`src/rtl/lmtc_pkg.sv`:
```
// Package for the LCD mode timing controller: sequencer state type, item kinds,
// display modes, timing constants and field widths. No dependencies.
`timescale 1ns / 1ps
`default_nettype none

package lmtc_pkg;

    // Field widths
    localparam int KIND_W  = 2;
    localparam int EL_W    = 6;
    localparam int BYTE_W  = 8;
    localparam int EN_W    = 4;
    localparam int MODE_W  = 2;
    localparam int EV_W    = 6;
    localparam int CD_W    = 10;   // countdown, signed, with headroom below -256
    localparam int AMT_W   = 8;
    localparam int STEP_W  = 4;

    localparam int S_TDATA_W = 16;
    localparam int M_TDATA_W = 24;

    // Countdown reload amounts
    localparam logic [AMT_W-1:0] CYC_LINE     = 8'd228;
    localparam logic [AMT_W-1:0] CYC_OAM      = 8'd40;
    localparam logic [AMT_W-1:0] CYC_XFER     = 8'd86;
    localparam logic [AMT_W-1:0] CYC_HBLANK   = 8'd102;
    localparam logic [AMT_W-1:0] CYC_VB_ENTRY = 8'd8;
    localparam logic [AMT_W-1:0] CYC_LY152    = 8'd28;
    localparam logic [AMT_W-1:0] CYC_LY153    = 8'd200;

    localparam logic signed [CD_W-1:0] CD_RESET   = 10'sd40;
    localparam logic signed [CD_W-1:0] CD_SAT_MIN = -10'sd256;

    // Line numbers
    localparam logic [BYTE_W-1:0] LY_VBLANK  = 8'h90;
    localparam logic [BYTE_W-1:0] LY_SHORT   = 8'd152;
    localparam logic [BYTE_W-1:0] LY_WRAP    = 8'd154;
    localparam logic [BYTE_W-1:0] LY_OFF_OAM = 8'd77;
    localparam logic [BYTE_W-1:0] LY_MAX     = 8'd153;

    localparam logic [BYTE_W-1:0] STAT_EN_MASK = 8'h78;
    localparam int                MAX_STEPS    = 8;

    // Event vector bit positions
    localparam int EV_STAT   = 0;
    localparam int EV_VBLANK = 1;
    localparam int EV_RENDER = 2;
    localparam int EV_FBEGIN = 3;
    localparam int EV_HDMA   = 4;
    localparam int EV_FDONE  = 5;

    typedef enum logic [KIND_W-1:0] {
        KIND_TICK = 2'd0,
        KIND_LCDC = 2'd1,
        KIND_STAT = 2'd2,
        KIND_LYC  = 2'd3
    } kind_t;

    typedef enum logic [MODE_W-1:0] {
        MODE_HBLANK = 2'd0,
        MODE_VBLANK = 2'd1,
        MODE_OAM    = 2'd2,
        MODE_XFER   = 2'd3
    } mode_t;

    typedef enum logic [1:0] {
        ST_IDLE,
        ST_SUB,
        ST_STEP,
        ST_WRITE
    } state_t;

endpackage

`default_nettype wire

```
`src/rtl/lcd_mode_timing_controller.sv`:
```
// LCD mode timing controller top level: sequencer, shared countdown adder,
// result register and APB configuration port. Depends on lmtc_pkg.
`timescale 1ns / 1ps
`default_nettype none

// An item is taken only while the sequencer is idle. A register write item
// passes through the write state; a tick passes through the subtract state and
// then one step per mode transition it causes (one result each, at least one
// result), up to MAX_STEPS transitions. The single countdown adder does the
// subtract and then each reload in turn.
// Results wait in one output register; a stalled output holds the sequencer.
module lcd_mode_timing_controller
    import lmtc_pkg::*;
(
    input  wire                  aclk,
    input  wire                  aresetn,
    // configuration
    input  wire                  psel,
    input  wire                  penable,
    input  wire                  pwrite,
    input  wire  [2:0]           paddr,
    input  wire  [31:0]          pwdata,
    output logic [31:0]          prdata,
    output logic                 pready,
    // input items
    input  wire                  s_tvalid,
    output logic                 s_tready,
    input  wire  [S_TDATA_W-1:0] s_tdata,  // elapsed_cycles[5:0], write_value[13:6],
                                           // hdma_active[14], zero[15]
    input  wire  [KIND_W-1:0]    s_tuser,  // kind[1:0]
    // results
    output logic                 m_tvalid,
    input  wire                  m_tready,
    output logic [M_TDATA_W-1:0] m_tdata,  // stat_irq[0], vblank_irq[1], render_line[2],
                                           // frame_begin[3], hdma_step[4], frame_done[5],
                                           // line_number[13:6], status_value[21:14],
                                           // zero[23:22]
    output logic                 m_tlast
);

    state_t                   state_reg, state_next;
    logic                     color_reg;
    logic [BYTE_W-1:0]        line_reg, line_next;
    logic [MODE_W-1:0]        mode_reg, mode_next;
    logic [EN_W-1:0]          en_reg, en_next;
    logic [BYTE_W-1:0]        ctrl_reg, ctrl_next;
    logic [BYTE_W-1:0]        lyc_reg, lyc_next;
    logic signed [CD_W-1:0]   cd_reg, cd_next;
    logic                     vbp_reg, vbp_next;
    logic [STEP_W-1:0]        step_reg, step_next;

    // latched item
    logic [KIND_W-1:0]        kind_reg;
    logic [EL_W-1:0]          el_reg;
    logic [BYTE_W-1:0]        wval_reg;
    logic                     hdma_reg;

    // result register
    logic                     m_valid_reg, m_valid_next;
    logic [EV_W-1:0]          ev_out_reg, ev_out_next;
    logic [BYTE_W-1:0]        ln_out_reg, ln_out_next;
    logic [BYTE_W-1:0]        st_out_reg, st_out_next;
    logic                     last_out_reg, last_out_next;

    // transition logic
    logic [BYTE_W-1:0]        t_line, line_inc;
    logic [MODE_W-1:0]        t_mode;
    logic                     t_vbp;
    logic [EV_W-1:0]          t_ev;
    logic [AMT_W-1:0]         t_amt;
    logic                     lyc_hit;

    // shared adder
    logic signed [CD_W-1:0]   addend, sum;
    logic                     out_free, s_acc, cfg_wr, more;
    logic [STEP_W-1:0]        step_inc;

    assign pready   = 1'b1;
    assign cfg_wr   = psel && penable && pwrite && pready;
    assign prdata   = (paddr[2] == 1'b0) ? {31'd0, color_reg} : 32'd0;
    assign s_tready = (state_reg == ST_IDLE);
    assign s_acc    = s_tvalid && s_tready;
    assign out_free = !m_valid_reg || m_tready;
    assign m_tvalid = m_valid_reg;
    assign m_tlast  = last_out_reg;
    assign m_tdata  = {2'b00, st_out_reg, ln_out_reg, ev_out_reg};

    assign line_inc = line_reg + 8'd1;
    assign step_inc = step_reg + STEP_W'(1);

    // one adder: subtract elapsed cycles, or add the reload amount
    always_comb begin
        if (state_reg == ST_SUB) begin
            addend = -$signed({{(CD_W-EL_W){1'b0}}, el_reg});
        end else begin
            addend = $signed({{(CD_W-AMT_W){1'b0}}, t_amt});
        end
    end
    assign sum = cd_reg + addend;

    // one mode transition from the current state
    always_comb begin
        t_line  = line_reg;
        t_mode  = mode_reg;
        t_vbp   = vbp_reg;
        t_ev    = '0;
        t_amt   = CYC_LINE;
        lyc_hit = 1'b0;
        if (!ctrl_reg[7]) begin
            // display off: LY steps every line time
            t_mode = (line_inc > LY_OFF_OAM) ? MODE_OAM : MODE_HBLANK;
            t_line = line_inc;
            if (line_inc >= LY_WRAP) begin
                t_line           = '0;
                t_ev[EV_FBEGIN]  = 1'b1;
                t_ev[EV_FDONE]   = 1'b1;
            end
        end else begin
            case (mode_reg)
                MODE_HBLANK: begin
                    t_line  = line_inc;
                    lyc_hit = (line_inc == lyc_reg);
                    if (line_inc == LY_VBLANK) begin
                        t_mode = MODE_VBLANK;
                        t_vbp  = 1'b1;
                        t_amt  = CYC_VB_ENTRY;
                        t_ev[EV_STAT] = en_reg[1];
                    end else begin
                        t_mode = MODE_OAM;
                        t_amt  = CYC_OAM;
                        t_ev[EV_STAT] = en_reg[2];
                    end
                end
                MODE_VBLANK: begin
                    if (vbp_reg) begin
                        t_ev[EV_VBLANK] = 1'b1;
                        t_vbp           = 1'b0;
                    end else if (line_reg == '0) begin
                        t_mode          = MODE_OAM;
                        t_amt           = CYC_OAM;
                        t_ev[EV_FBEGIN] = 1'b1;
                        t_ev[EV_STAT]   = en_reg[2];
                    end else begin
                        if (line_reg < LY_SHORT) begin
                            t_line = line_inc;
                        end else if (line_reg == LY_SHORT) begin
                            t_amt  = CYC_LY152;
                            t_line = line_inc;
                        end else begin
                            t_amt          = CYC_LY153;
                            t_line         = '0;
                            t_ev[EV_FDONE] = 1'b1;
                        end
                        lyc_hit       = (t_line == lyc_reg);
                        t_ev[EV_STAT] = en_reg[1];
                    end
                end
                MODE_OAM: begin
                    t_mode          = MODE_XFER;
                    t_amt           = CYC_XFER;
                    t_ev[EV_RENDER] = 1'b1;
                end
                default: begin
                    t_mode        = MODE_HBLANK;
                    t_amt         = CYC_HBLANK;
                    t_ev[EV_STAT] = en_reg[0];
                    t_ev[EV_HDMA] = hdma_reg;
                end
            endcase
            if (en_reg[3] && lyc_hit) begin
                t_ev[EV_STAT] = 1'b1;
            end
        end
    end

    // sequencer
    always_comb begin
        state_next    = state_reg;
        line_next     = line_reg;
        mode_next     = mode_reg;
        en_next       = en_reg;
        ctrl_next     = ctrl_reg;
        lyc_next      = lyc_reg;
        cd_next       = cd_reg;
        vbp_next      = vbp_reg;
        step_next     = step_reg;
        m_valid_next  = m_valid_reg && !m_tready;
        ev_out_next   = ev_out_reg;
        ln_out_next   = ln_out_reg;
        st_out_next   = st_out_reg;
        last_out_next = last_out_reg;
        more          = 1'b0;
        case (state_reg)
            ST_IDLE: begin
                step_next = '0;
                if (s_acc) begin
                    state_next = (s_tuser == KIND_TICK) ? ST_SUB : ST_WRITE;
                end
            end
            ST_SUB: begin
                cd_next    = (sum < CD_SAT_MIN) ? CD_SAT_MIN : sum;
                state_next = ST_STEP;
            end
            ST_STEP: begin
                if (out_free) begin
                    m_valid_next = 1'b1;
                    if (cd_reg <= 0 && step_reg < STEP_W'(MAX_STEPS)) begin
                        line_next     = t_line;
                        mode_next     = t_mode;
                        vbp_next      = t_vbp;
                        cd_next       = sum;
                        step_next     = step_inc;
                        more          = (sum <= 0) && (step_inc < STEP_W'(MAX_STEPS));
                        ev_out_next   = t_ev;
                        ln_out_next   = t_line;
                        st_out_next   = {1'b1, en_reg, 1'b0, t_mode};
                        last_out_next = !more;
                        if (!more) begin
                            state_next = ST_IDLE;
                        end
                    end else begin
                        // tick with no transition
                        ev_out_next   = '0;
                        ln_out_next   = line_reg;
                        st_out_next   = {1'b1, en_reg, 1'b0, mode_reg};
                        last_out_next = 1'b1;
                        state_next    = ST_IDLE;
                    end
                end
            end
            ST_WRITE: begin
                if (out_free) begin
                    ev_out_next = '0;
                    case (kind_reg)
                        KIND_LCDC: begin
                            if (wval_reg[7] && !ctrl_reg[7]) begin
                                mode_next = MODE_OAM;
                                line_next = '0;
                                ev_out_next[EV_FBEGIN] = 1'b1;
                            end else if (!wval_reg[7] && ctrl_reg[7]) begin
                                mode_next = MODE_HBLANK;
                                line_next = '0;
                                ev_out_next[EV_FBEGIN] = 1'b1;
                            end
                            ctrl_next = wval_reg;
                        end
                        KIND_STAT: begin
                            en_next = EN_W'((wval_reg & STAT_EN_MASK) >> 3);
                            // monochrome quirk: any STAT write in vblank off line 0 interrupts
                            if (!color_reg && ctrl_reg[7] && mode_reg == MODE_VBLANK
                                && line_reg != '0) begin
                                ev_out_next[EV_STAT] = 1'b1;
                            end
                            if (line_reg == '0 && lyc_reg == '0 && wval_reg[6]) begin
                                ev_out_next[EV_STAT] = 1'b1;
                            end
                        end
                        KIND_LYC: begin
                            lyc_next = wval_reg;
                        end
                        default: begin
                        end
                    endcase
                    m_valid_next  = 1'b1;
                    ln_out_next   = line_next;
                    st_out_next   = {1'b1, en_next, 1'b0, mode_next};
                    last_out_next = 1'b1;
                    state_next    = ST_IDLE;
                end
            end
            default: begin
                state_next = ST_IDLE;
            end
        endcase
    end

    always_ff @(posedge aclk) begin
        if (!aresetn) begin
            state_reg   <= ST_IDLE;
            color_reg   <= 1'b0;
            line_reg    <= '0;
            mode_reg    <= MODE_OAM;
            en_reg      <= '0;
            ctrl_reg    <= '0;
            lyc_reg     <= '0;
            cd_reg      <= CD_RESET;
            vbp_reg     <= 1'b0;
            step_reg    <= '0;
            m_valid_reg <= 1'b0;
        end else begin
            state_reg   <= state_next;
            line_reg    <= line_next;
            mode_reg    <= mode_next;
            en_reg      <= en_next;
            ctrl_reg    <= ctrl_next;
            lyc_reg     <= lyc_next;
            cd_reg      <= cd_next;
            vbp_reg     <= vbp_next;
            step_reg    <= step_next;
            m_valid_reg <= m_valid_next;
            if (cfg_wr && paddr[2] == 1'b0) begin
                color_reg <= pwdata[0];
            end
        end
    end

    // payload, no reset
    always_ff @(posedge aclk) begin
        if (s_acc) begin
            kind_reg <= s_tuser;
            el_reg   <= s_tdata[EL_W-1:0];
            wval_reg <= s_tdata[EL_W +: BYTE_W];
            hdma_reg <= s_tdata[EL_W+BYTE_W];
        end
        ev_out_reg   <= ev_out_next;
        ln_out_reg   <= ln_out_next;
        st_out_reg   <= st_out_next;
        last_out_reg <= last_out_next;
    end

    // checks
    a_idle_cd_positive: assert property (@(posedge aclk) disable iff (!aresetn)
        (state_reg == ST_IDLE) |-> (cd_reg > 0))
        else $error("countdown not positive while idle");

    a_line_range: assert property (@(posedge aclk) disable iff (!aresetn)
        line_reg <= LY_MAX)
        else $error("line count out of range");

    a_step_bound: assert property (@(posedge aclk) disable iff (!aresetn)
        step_reg <= STEP_W'(MAX_STEPS))
        else $error("transition count beyond bound");

    a_accept_busy: assert property (@(posedge aclk) disable iff (!aresetn)
        s_acc |=> !s_tready)
        else $error("sequencer ready right after taking an item");

endmodule

`default_nettype wire

```
`config.mk`:
```
export PLATFORM = sky130hd
export DESIGN_NAME = lcd_mode_timing_controller
export DESIGN_NICKNAME = d
export VERILOG_FILES = /design/src/rtl/lmtc_pkg.sv /design/src/rtl/lcd_mode_timing_controller.sv
export SDC_FILE = /design/constraint.sdc
export NUM_CORES = 1
export LEC_CHECK = 0
export BUFFER_PORTS_ARGS = -buffer_cell sky130_fd_sc_hd__buf_4
export CAP_MARGIN = 20
export CORE_ASPECT_RATIO = 1.5
export CORE_MARGIN = 2
export CORE_UTILIZATION = 50
export CTS_CLUSTER_DIAMETER = 40
export DETAILED_ROUTE_END_ITERATION = 8
export PLACE_DENSITY = 0.8
export SYNTH_ARGS = -nofsm -noshare
export SYNTH_HDL_FRONTEND = slang
export SYNTH_SLANG_ARGS = --single-unit
```
`constraint.sdc`:
```
create_clock -name aclk -period 4.35 [get_ports aclk]
set_input_delay 1.305 -clock aclk [delete_from_list [all_inputs] [get_ports aclk]]
set_output_delay 1.305 -clock aclk [all_outputs]
set_load 0.02 [all_outputs]
```
== After elaboration in Yosys (flattened, before gate mapping) ==
Index checks and enable logic that the tools add are counted.
Word-level totals
  bits in registers: 89
  latch bits: 0
  RAM bits: 0
  ROM bits: 0
  output and inout bits: 60
  word-level logic and storage cells: 196
  memories: 0
Operators by class
  add/sub/neg operators: 4
  multiply operators: 0
  div/mod/pow operators: 0
  order comparisons: 8
  eq/ne operators: 18
  shift operators: 0
  mux-type cells: 103
  bitwise logic cells: 1
  reduce and logical (&&, ||, !) cells: 43
Operator list (count)
  $mux W8: 23
  $pmux W8 S2: 3
  $mux W10: 4
  $mux W1: 36
  $mux W2: 18
  $mux W6: 4
  $pmux W8 S3: 1
  $le A10 B1 Y1 const B: 2
  $pmux W10 S2: 1
  $eq A8 B8 Y1: 2
  $eq A8 B8 Y1 const B: 2
  $logic_not A8 Y1: 2
  $logic_and A1 B1 Y1: 15
  $reduce_and A3 Y1: 5
  $mux W4: 3
  $pmux W6 S2: 1
  $add A10 B10 Y10: 1
  $eq A2 B2 Y1 const B: 5
  $lt A10 B9 Y1 const B: 1
  $neg A6 Y10: 1
  $add A8 B1 Y8 const B: 1
  $ge A8 B8 Y1 const B: 1
  $gt A8 B7 Y1 const B: 1
  $lt A4 B4 Y1 const B: 2
  24 further kinds: 42

== Depth between registers and ports, before layout ==
Gate-level depths: netlist of the first run.
  word-level depth: 18
  mapped depth: 16

== Worst setup path before layout of the first run ==
Ideal clock, no wire load.
  kind: reg-to-reg
  from: register line_reg[0]
  to: register state_reg[1]
  library setup time: 0.086 ns
  arrival time: 3.741 ns
  data required time: 4.264 ns
  path slack: 0.523 ns
  stages on the path, launching flop included: 16
  cells stage by stage: dfxtp_1 buf_4 inv_1 ha_1 or4b_1 and2b_2 a21oi_1 o21ai_0 a31oi_1 ha_1 xnor2_1 or4b_4 nor3b_2 nand4_1 or4_1 a221oi_2
Between the ends
  word-level cells in the longest chain between the ends: 13
  elaborated cells between the ends (all ways): 18
Ends and longest elaborated chain
  start: declaration: RTL line lcd_mode_timing_controller.sv:43  | logic [BYTE_W-1:0] line_reg, line_next;
  start signal: assignment: RTL line lcd_mode_timing_controller.sv:292  | line_reg <= line_next;
  parallel branches: the longest is 5 deep, another holds $add A8 B1 Y8
  $pmux W8 S3 *: RTL line lcd_mode_timing_controller.sv:119  | case (mode_reg)
  $mux W8 *: RTL line lcd_mode_timing_controller.sv:109  | if (!ctrl_reg[7]) begin
  $mux W10 *: RTL line lcd_mode_timing_controller.sv:93  | if (state_reg == ST_SUB) begin
  $add A10 B10 Y10 *: RTL line lcd_mode_timing_controller.sv:99  | assign sum = cd_reg + addend;
  $le A10 B1 Y1 *: RTL line lcd_mode_timing_controller.sv:213  | more = (sum <= 0) && (step_inc < STEP_W'(MAX_STEPS));
  $logic_and A1 B1 Y1 *: RTL line lcd_mode_timing_controller.sv:213
  $ne A3 B3 Y1 (no line) *
  $reduce_and A4 Y1 (no line) *
  end signal: assignment: RTL line lcd_mode_timing_controller.sv:291  | state_reg <= state_next;
  end: declaration: RTL line lcd_mode_timing_controller.sv:41  | state_t state_reg, state_next;
Every way passes the cells marked *.
A chain may end at the register's enable or synchronous reset.

== Final worst setup path of the first run ==
Same ends and word-level chain as after synthesis.

==> metrics, run 1 <==
status=finished, final reports clean; dpl cell area=slightly below 6000 µm²; Cell Pwr Density=~380 nW/µm²; post-synth cell types=70; Register Area=1982 µm²; Routed WL per cell=between 15 and 20 µm; fin crit share=0.9656; Clk Latency, worst-skew pair=approximately 0.35 ns; flops & latches, synth=80; Tot GR Track Use=0.2791; Critical Path RT=between 4 and 5 ns; post-synth top area share=0.2164; cell taking the most area after synthesis=edfxtp_1; Layout Cells excl Fill=834; Min-Delay Path Class=reg2reg; register area share after synthesis=0.3759; crit-path cells=buf_4 > inv_1 > ha_1 > or4b_4 > o31ai_2 > nand2_1 > nor3_1 > a21oi_1 > ha_1 > a2111oi_2 > o21ai_1 > nand2_1 > xor2_2 > nand4_1 > or4_1 > a221oi_2; VDD IR max=around 0.27 mV; DR vias=just over 5000; Worst Path Buf+Inv=2; critical path fanouts, max=12; clock period minus final worst setup slack=approximately 4.2 ns; first-pass GRT wire length=approximately 24000 µm; IO Port Bufs=49; vias in the first global route=between 4000 and 5000; Place WS=just under 0.06 ns; initial antenna violation count=0; Crit Path Class=reg2reg; clock tree buffer depth=2; CTS Sinks=80; Slew Viols, Final=0; H-Tree Level Count=3; Setup TNS Final=0 ns; actual slew at the worst max-slew pin=approximately 0.84 ns; 1st-iter DRT viols=520; Rel. slew slack=0.4422; Final nets=766; Mapped Avg Cell Area=between 8 and 9 µm²; drt total wl=between 15000 and 20000 µm; CTS tree=built; Worst-path clk slew=0.06 ns; Die Width=87.85 µm; Post-DRT Antenna Nets=0; slowest stage delay, CP=about 0.57 ns; Root Buffer=clkbuf_16; core area=between 10000 and 15000 µm²; die area=11400 µm²; R2R depth=16; DRT Pass-1 Iters=7; skew final=between 0.006 and 0.007 ns; ant diodes=0; overall power=~2.4 mW; Synth area leaders=edfxtp_1 (22%), dfxtp_1 (16%), buf_4 (5.6%), nor2_1 (4.8%), ha_1 (4.0%); setup ws final=~0.15 ns; max FFs per register=10; CP Depth=16; Initial Util=0.5174; Die H=between 100 and 150 µm; utilization after layout=0.6188; area of the multi-input gates=2998 µm²; dpl cells=roughly 800; Worst Setup End Kind=flop; max cap viols=0; largest net degree at the start of global routing=30; number of synthesized flops with an enable pin=38; Ys Warns=0; Core Rows=45; Congestion Overflow GR=0; top_reg_cell synth=dfxtp_1; Ports=120; area grow syn2layout=19.60%; Filler cells=a little under 900; cts bufs inserted=9; GPL Wtd Cong=1.012; crit start category=flop; endpoints failing hold=0; Residual DRC=0; Pleak=around 2.5 nW; count of final setup violators=0; Largest delay share family, worst path=simple AND/OR/NAND/NOR gates; fin area=6306 µm²; fmax=approximately 240 MHz; via/cell ratio=6.191; share of cells above drive strength 1=0.1962; Post-Syn Area=between 5000 and 6000 µm²; hold_ws=approximately 0.48 ns; Critical Path AT=about 4.5 ns; Critical-path top delay cell=or4_1; Post-Syn Instances=around 610; post-DP HPWL=approximately 12000 µm; async set-reset flop share out of synthesis=0; hold path cells=2
worst reg2reg max path: cells and delay by family, from the launching register on:
family | cells | cell delay (ns)
compound gates | 5 | 1.14
xor+xnor | 1 | 0.16
fa+ha+maj | 2 | 0.53
buf+inv | 2 | 0.28
flops | 1 | 0.31
simple gates | 6 | 1.70
report_power, final:
part | switching (mW) | total, mW | internal (mW)
combinational | 0.349 | 0.585 | 0.236
clock | 0.332 | 0.907 | 0.575
sequential | 0.0404 | 0.887 | 0.847
total | 0.721 | 2.38 | 1.66
worst paths after layout:
kind / end / start / slack (ns)
max: state_reg[1] / line_reg[0] / 0.15
min: cd_reg[2] / cd_reg[2] / 0.48
max reg2reg: state_reg[1] / line_reg[0] / 0.15
min reg2reg: cd_reg[2] / cd_reg[2] / 0.48
layer usage:
metal,wire length [µm],global-route usage
met5,0,0
met4,1312,0.2190
met3,1062,0.04807
met2,7733,0.4639
met1,5534,0.3106
synthesized netlist by cell type (3+ instances only):
library cell  count
a211oi_1          7
a21o_1            6
a21oi_1          41
a221oi_1          3
a311oi_1          5
a31oi_1          16
and2_1            9
and3_1            6
buf_2             5
buf_4            39
clkbuf_1         20
dfxtp_1          42
edfxtp_1         38
ha_1             17
inv_1            21
mux2_2            5
mux2i_1          15
nand2_1          52
nand2b_1          7
nand3_1          25
nand4_1           3
nand4b_1          3
nor2_1           68
nor2b_1           8
nor3_1           17
nor4_1            5
o211ai_1         10
o21a_1            4
o21ai_0          31
o21ai_1           3
o221ai_1          3
o22ai_1           5
o31ai_1           6
or3_1             3
or4_1             3
xnor2_1          13
xor2_1            8
logic make-up after synthesis:
kind of cell / share of synthesized area
compound gates: 0.2046
flops: 0.3759
simple gates: 0.2074
buf+inv: 0.08946
mux: 0.03915
fa+ha+maj: 0.04414
xor+xnor: 0.03797
other cells: 0.001424
placed cells by master, fill, tap and decap left out, types with 4 or more instances in the layout:
cell,count
nor2_1,68
mux2i_1,15
buf_4,95
o22ai_1,4
nand2_1,52
nor4_1,4
a21o_1,6
o211ai_1,10
and2_1,9
mux2_2,5
nor3_1,17
ha_1,17
a21oi_1,41
nor2b_1,8
a31oi_1,16
xor2_1,8
inv_1,21
clkbuf_16,9
o31ai_1,5
a211oi_1,7
nand3_1,25
xnor2_1,12
and3_1,6
o21ai_1,4
dfxtp_1,42
a311oi_1,5
conb_1,36
nand2b_1,7
o21a_1,4
edfxtp_1,38
o21ai_0,30
final cells by class:
| cell class | instances | area share |
|---|---|---|
| multi-input cells | 481 | 0.4754 |
| clock buffers | 9 | 0.03571 |
| clock inverters | 7 | 0.02103 |
| repair buffers | 95 | 0.1131 |
| well taps | 141 | 0.02798 |
| inverters | 21 | 0.01250 |
| flip-flops and latches | 80 | 0.3143 |
repair_timing:
item / 4_1_cts / 5_1_grt
resized for setup: 0 / 10
hold buffers: 0 / 0
buffers inserted: 0 / 1
endpoints found under the setup margin: 0 / 11
endpoints found under the hold margin: 0 / 0
No activity file was read; power rests on OpenSTA's default activity.
==> run 2, diff against run 1 <==
- CORE_MARGIN: 2 -> 3
- CTS_BUF_LIST: default -> sky130_fd_sc_hd__clkbuf_4
- SETUP_SLACK_MARGIN: default -> 0.2
==> metrics, run 2 (synthesized netlist as in run 1, its figures left out) <==
clock tree buffer depth=2 (unchanged); actual slew at the worst max-slew pin=0.8609 ns (+0.02422 ns); leading cell types in the layout, fill and taps excluded=buf_4 (93), nor2_1 (68), nand2_1 (52), dfxtp_1 (42), a21oi_1 (41); via/cell ratio=6.097 (-1.5%); area grow syn2layout=16.23%; hold_ws=0.4905 ns (+0.01317 ns); Initial Util=0.5174 (unchanged); status=finished, final reports clean; crit-path cells=inv_1 > ha_1 > or4b_4 > and2b_2 > a21oi_1 > o21ai_1 > a31oi_1 > ha_1 > xnor2_1 > or4b_4 > nor3b_2 > nand4_1 > or4_4 > a221oi_2; Critical Path RT=4.74 ns (+0.12 ns); CTS tree=built; Setup TNS Final=0 ns (unchanged); Die Width=89.85 µm (+2.3%); H-Tree Level Count=3 (unchanged); Routed WL per cell=18.50 µm (-1.4%); crit start category=flop; Min-Delay Path Class=reg2reg; drt total wl=15410 µm (-1.5%); Slew Viols, Final=0 (unchanged); Pleak=2.466 nW (-3.2%); 1st-iter DRT viols=647 (+24%); CTS Sinks=80 (unchanged); max cap viols=0 (unchanged); Worst Path Buf+Inv=1 (-1); die area=11840 µm² (+3.9%); count of final setup violators=0 (unchanged); Worst Setup End Kind=flop; overall power=2.077 mW (-13%); Core Rows=45 (unchanged); Post-DRT Antenna Nets=0 (unchanged); Worst-path clk slew=0.14 ns (+0.08 ns); RSZ-0062 raised after global routing=false; share of cells above drive strength 1=0.1925 (-0.003774); critical path fanouts, max=3 (-9); first-pass GRT wire length=23920 µm (-1.2%); DRT Pass-1 Iters=6 (-1); GPL Wtd Cong=0.9856 (-2.6%); core area=10190 µm² (unchanged); Largest delay share family, worst path=simple AND/OR/NAND/NOR gates; Congestion Overflow GR=0 (unchanged); max FFs per register=10 (unchanged); cts bufs inserted=9 (unchanged); slowest stage delay, CP=0.53 ns (-0.04 ns); setup ws final=0.2805 ns (+0.1307 ns); IO Port Bufs=49 (unchanged); largest net degree at the start of global routing=34 (+13%); Critical-path top delay cell=or4b_4; Residual DRC=0 (unchanged); Rel. slew slack=0.4226 (-0.01961); Place WS=0.2515 ns (+0.1930 ns); fin crit share=0.9355 (-0.03005); DR vias=5079 (-1.6%); Critical Path AT=4.46 ns (about the same); vias in the first global route=4839 (-0.083%); VDD IR max=0.2578 mV (-4.1%); clock period minus final worst setup slack=4.070 ns (-0.1307 ns); initial antenna violation count=1 (+1); Tot GR Track Use=0.2534 (-0.02563); fmax=245.7 MHz (+3.2%); dpl cells=814 (-0.37%); endpoints failing hold=0 (unchanged); commonest non-fill, non-tap cell in the layout=buf_4; skew final=0.01549 ns (+0.009206 ns); Layout Cells excl Fill=833 (-0.12%); post-DP HPWL=11650 µm (-1.4%); Ports=120 (unchanged); Die H=131.8 µm (+1.5%); Final nets=764 (-0.26%); Crit Path Class=reg2reg; Clk Latency, worst-skew pair=0.47 ns (+0.12 ns); Root Buffer=clkbuf_4; Cell Pwr Density=338.9 nW/µm² (-10%)
==> run 2: where the power goes <==
group / leakage, nW / internal [mW] / total [mW] / switching (mW)
clock network: 0.106 / 0.305 / 0.616 / 0.311
registers: 0.700 / 0.846 / 0.886 / 0.0397
logic: 1.66 / 0.228 / 0.575 / 0.347
==> run 2: per-layer routing <==
metal	vias up	track usage	share of wire
met2	329	0.4502	0.50
met5	-	0	0
met4	0	0.1688	0.070
met1	2349	0.2756	0.35
li1	2314	-	-
met3	87	0.04169	0.079
==> run 2: timing repair <==
action                     in CTS  in global routing
gates cloned                    0                  0
resized for setup               1                  8
pin swaps                       0                  1
hold buffers                    0                  0
hold endpoints to repair        0                  0
setup endpoints to repair       1                 10
buffers inserted                0                  2
==> run 2: final cells by class <==
type                       instances  area (µm²)
antenna                            1       2.502
sequential                        80        1982
timing repair buffer              93       698.2
clock buffer                       9       67.56
multi-input combinational        481        2990
inverter                          21       78.83
fill                             871        4063
tap                              141       176.4
clock inverter                     7       132.6
==> run 2: worst paths after layout <==
path / startpoint / endpoint / slack (ns) / cells past startpoint
worst max-delay path: line_reg[1] / state_reg[1] / 0.28 / 14
worst min-delay path: cd_reg[2] / cd_reg[2] / 0.49 / 2
worst max register to register: line_reg[1] / state_reg[1] / 0.28 / 14
worst min register to register: cd_reg[2] / cd_reg[2] / 0.49 / 2
==> run 2: worst min-delay path: cells and delay by family, from the launching register on <==
kind,cells,cell delay [ns]
and+or+nand+nor,1,0.06
AOI/OAI and AO/OA,1,0.05
DFF,1,0.36
==> run 2: stage by stage <==
stage / instance area (µm²) / util
after detailed placement: 5867 / 0.5757
final: 6128 / 0.6014
after CTS: 6067 / 0.5953
after global placement: 5867 / 0.5757
after global routing: 6128 / 0.6014
after floorplan: 5400 / -
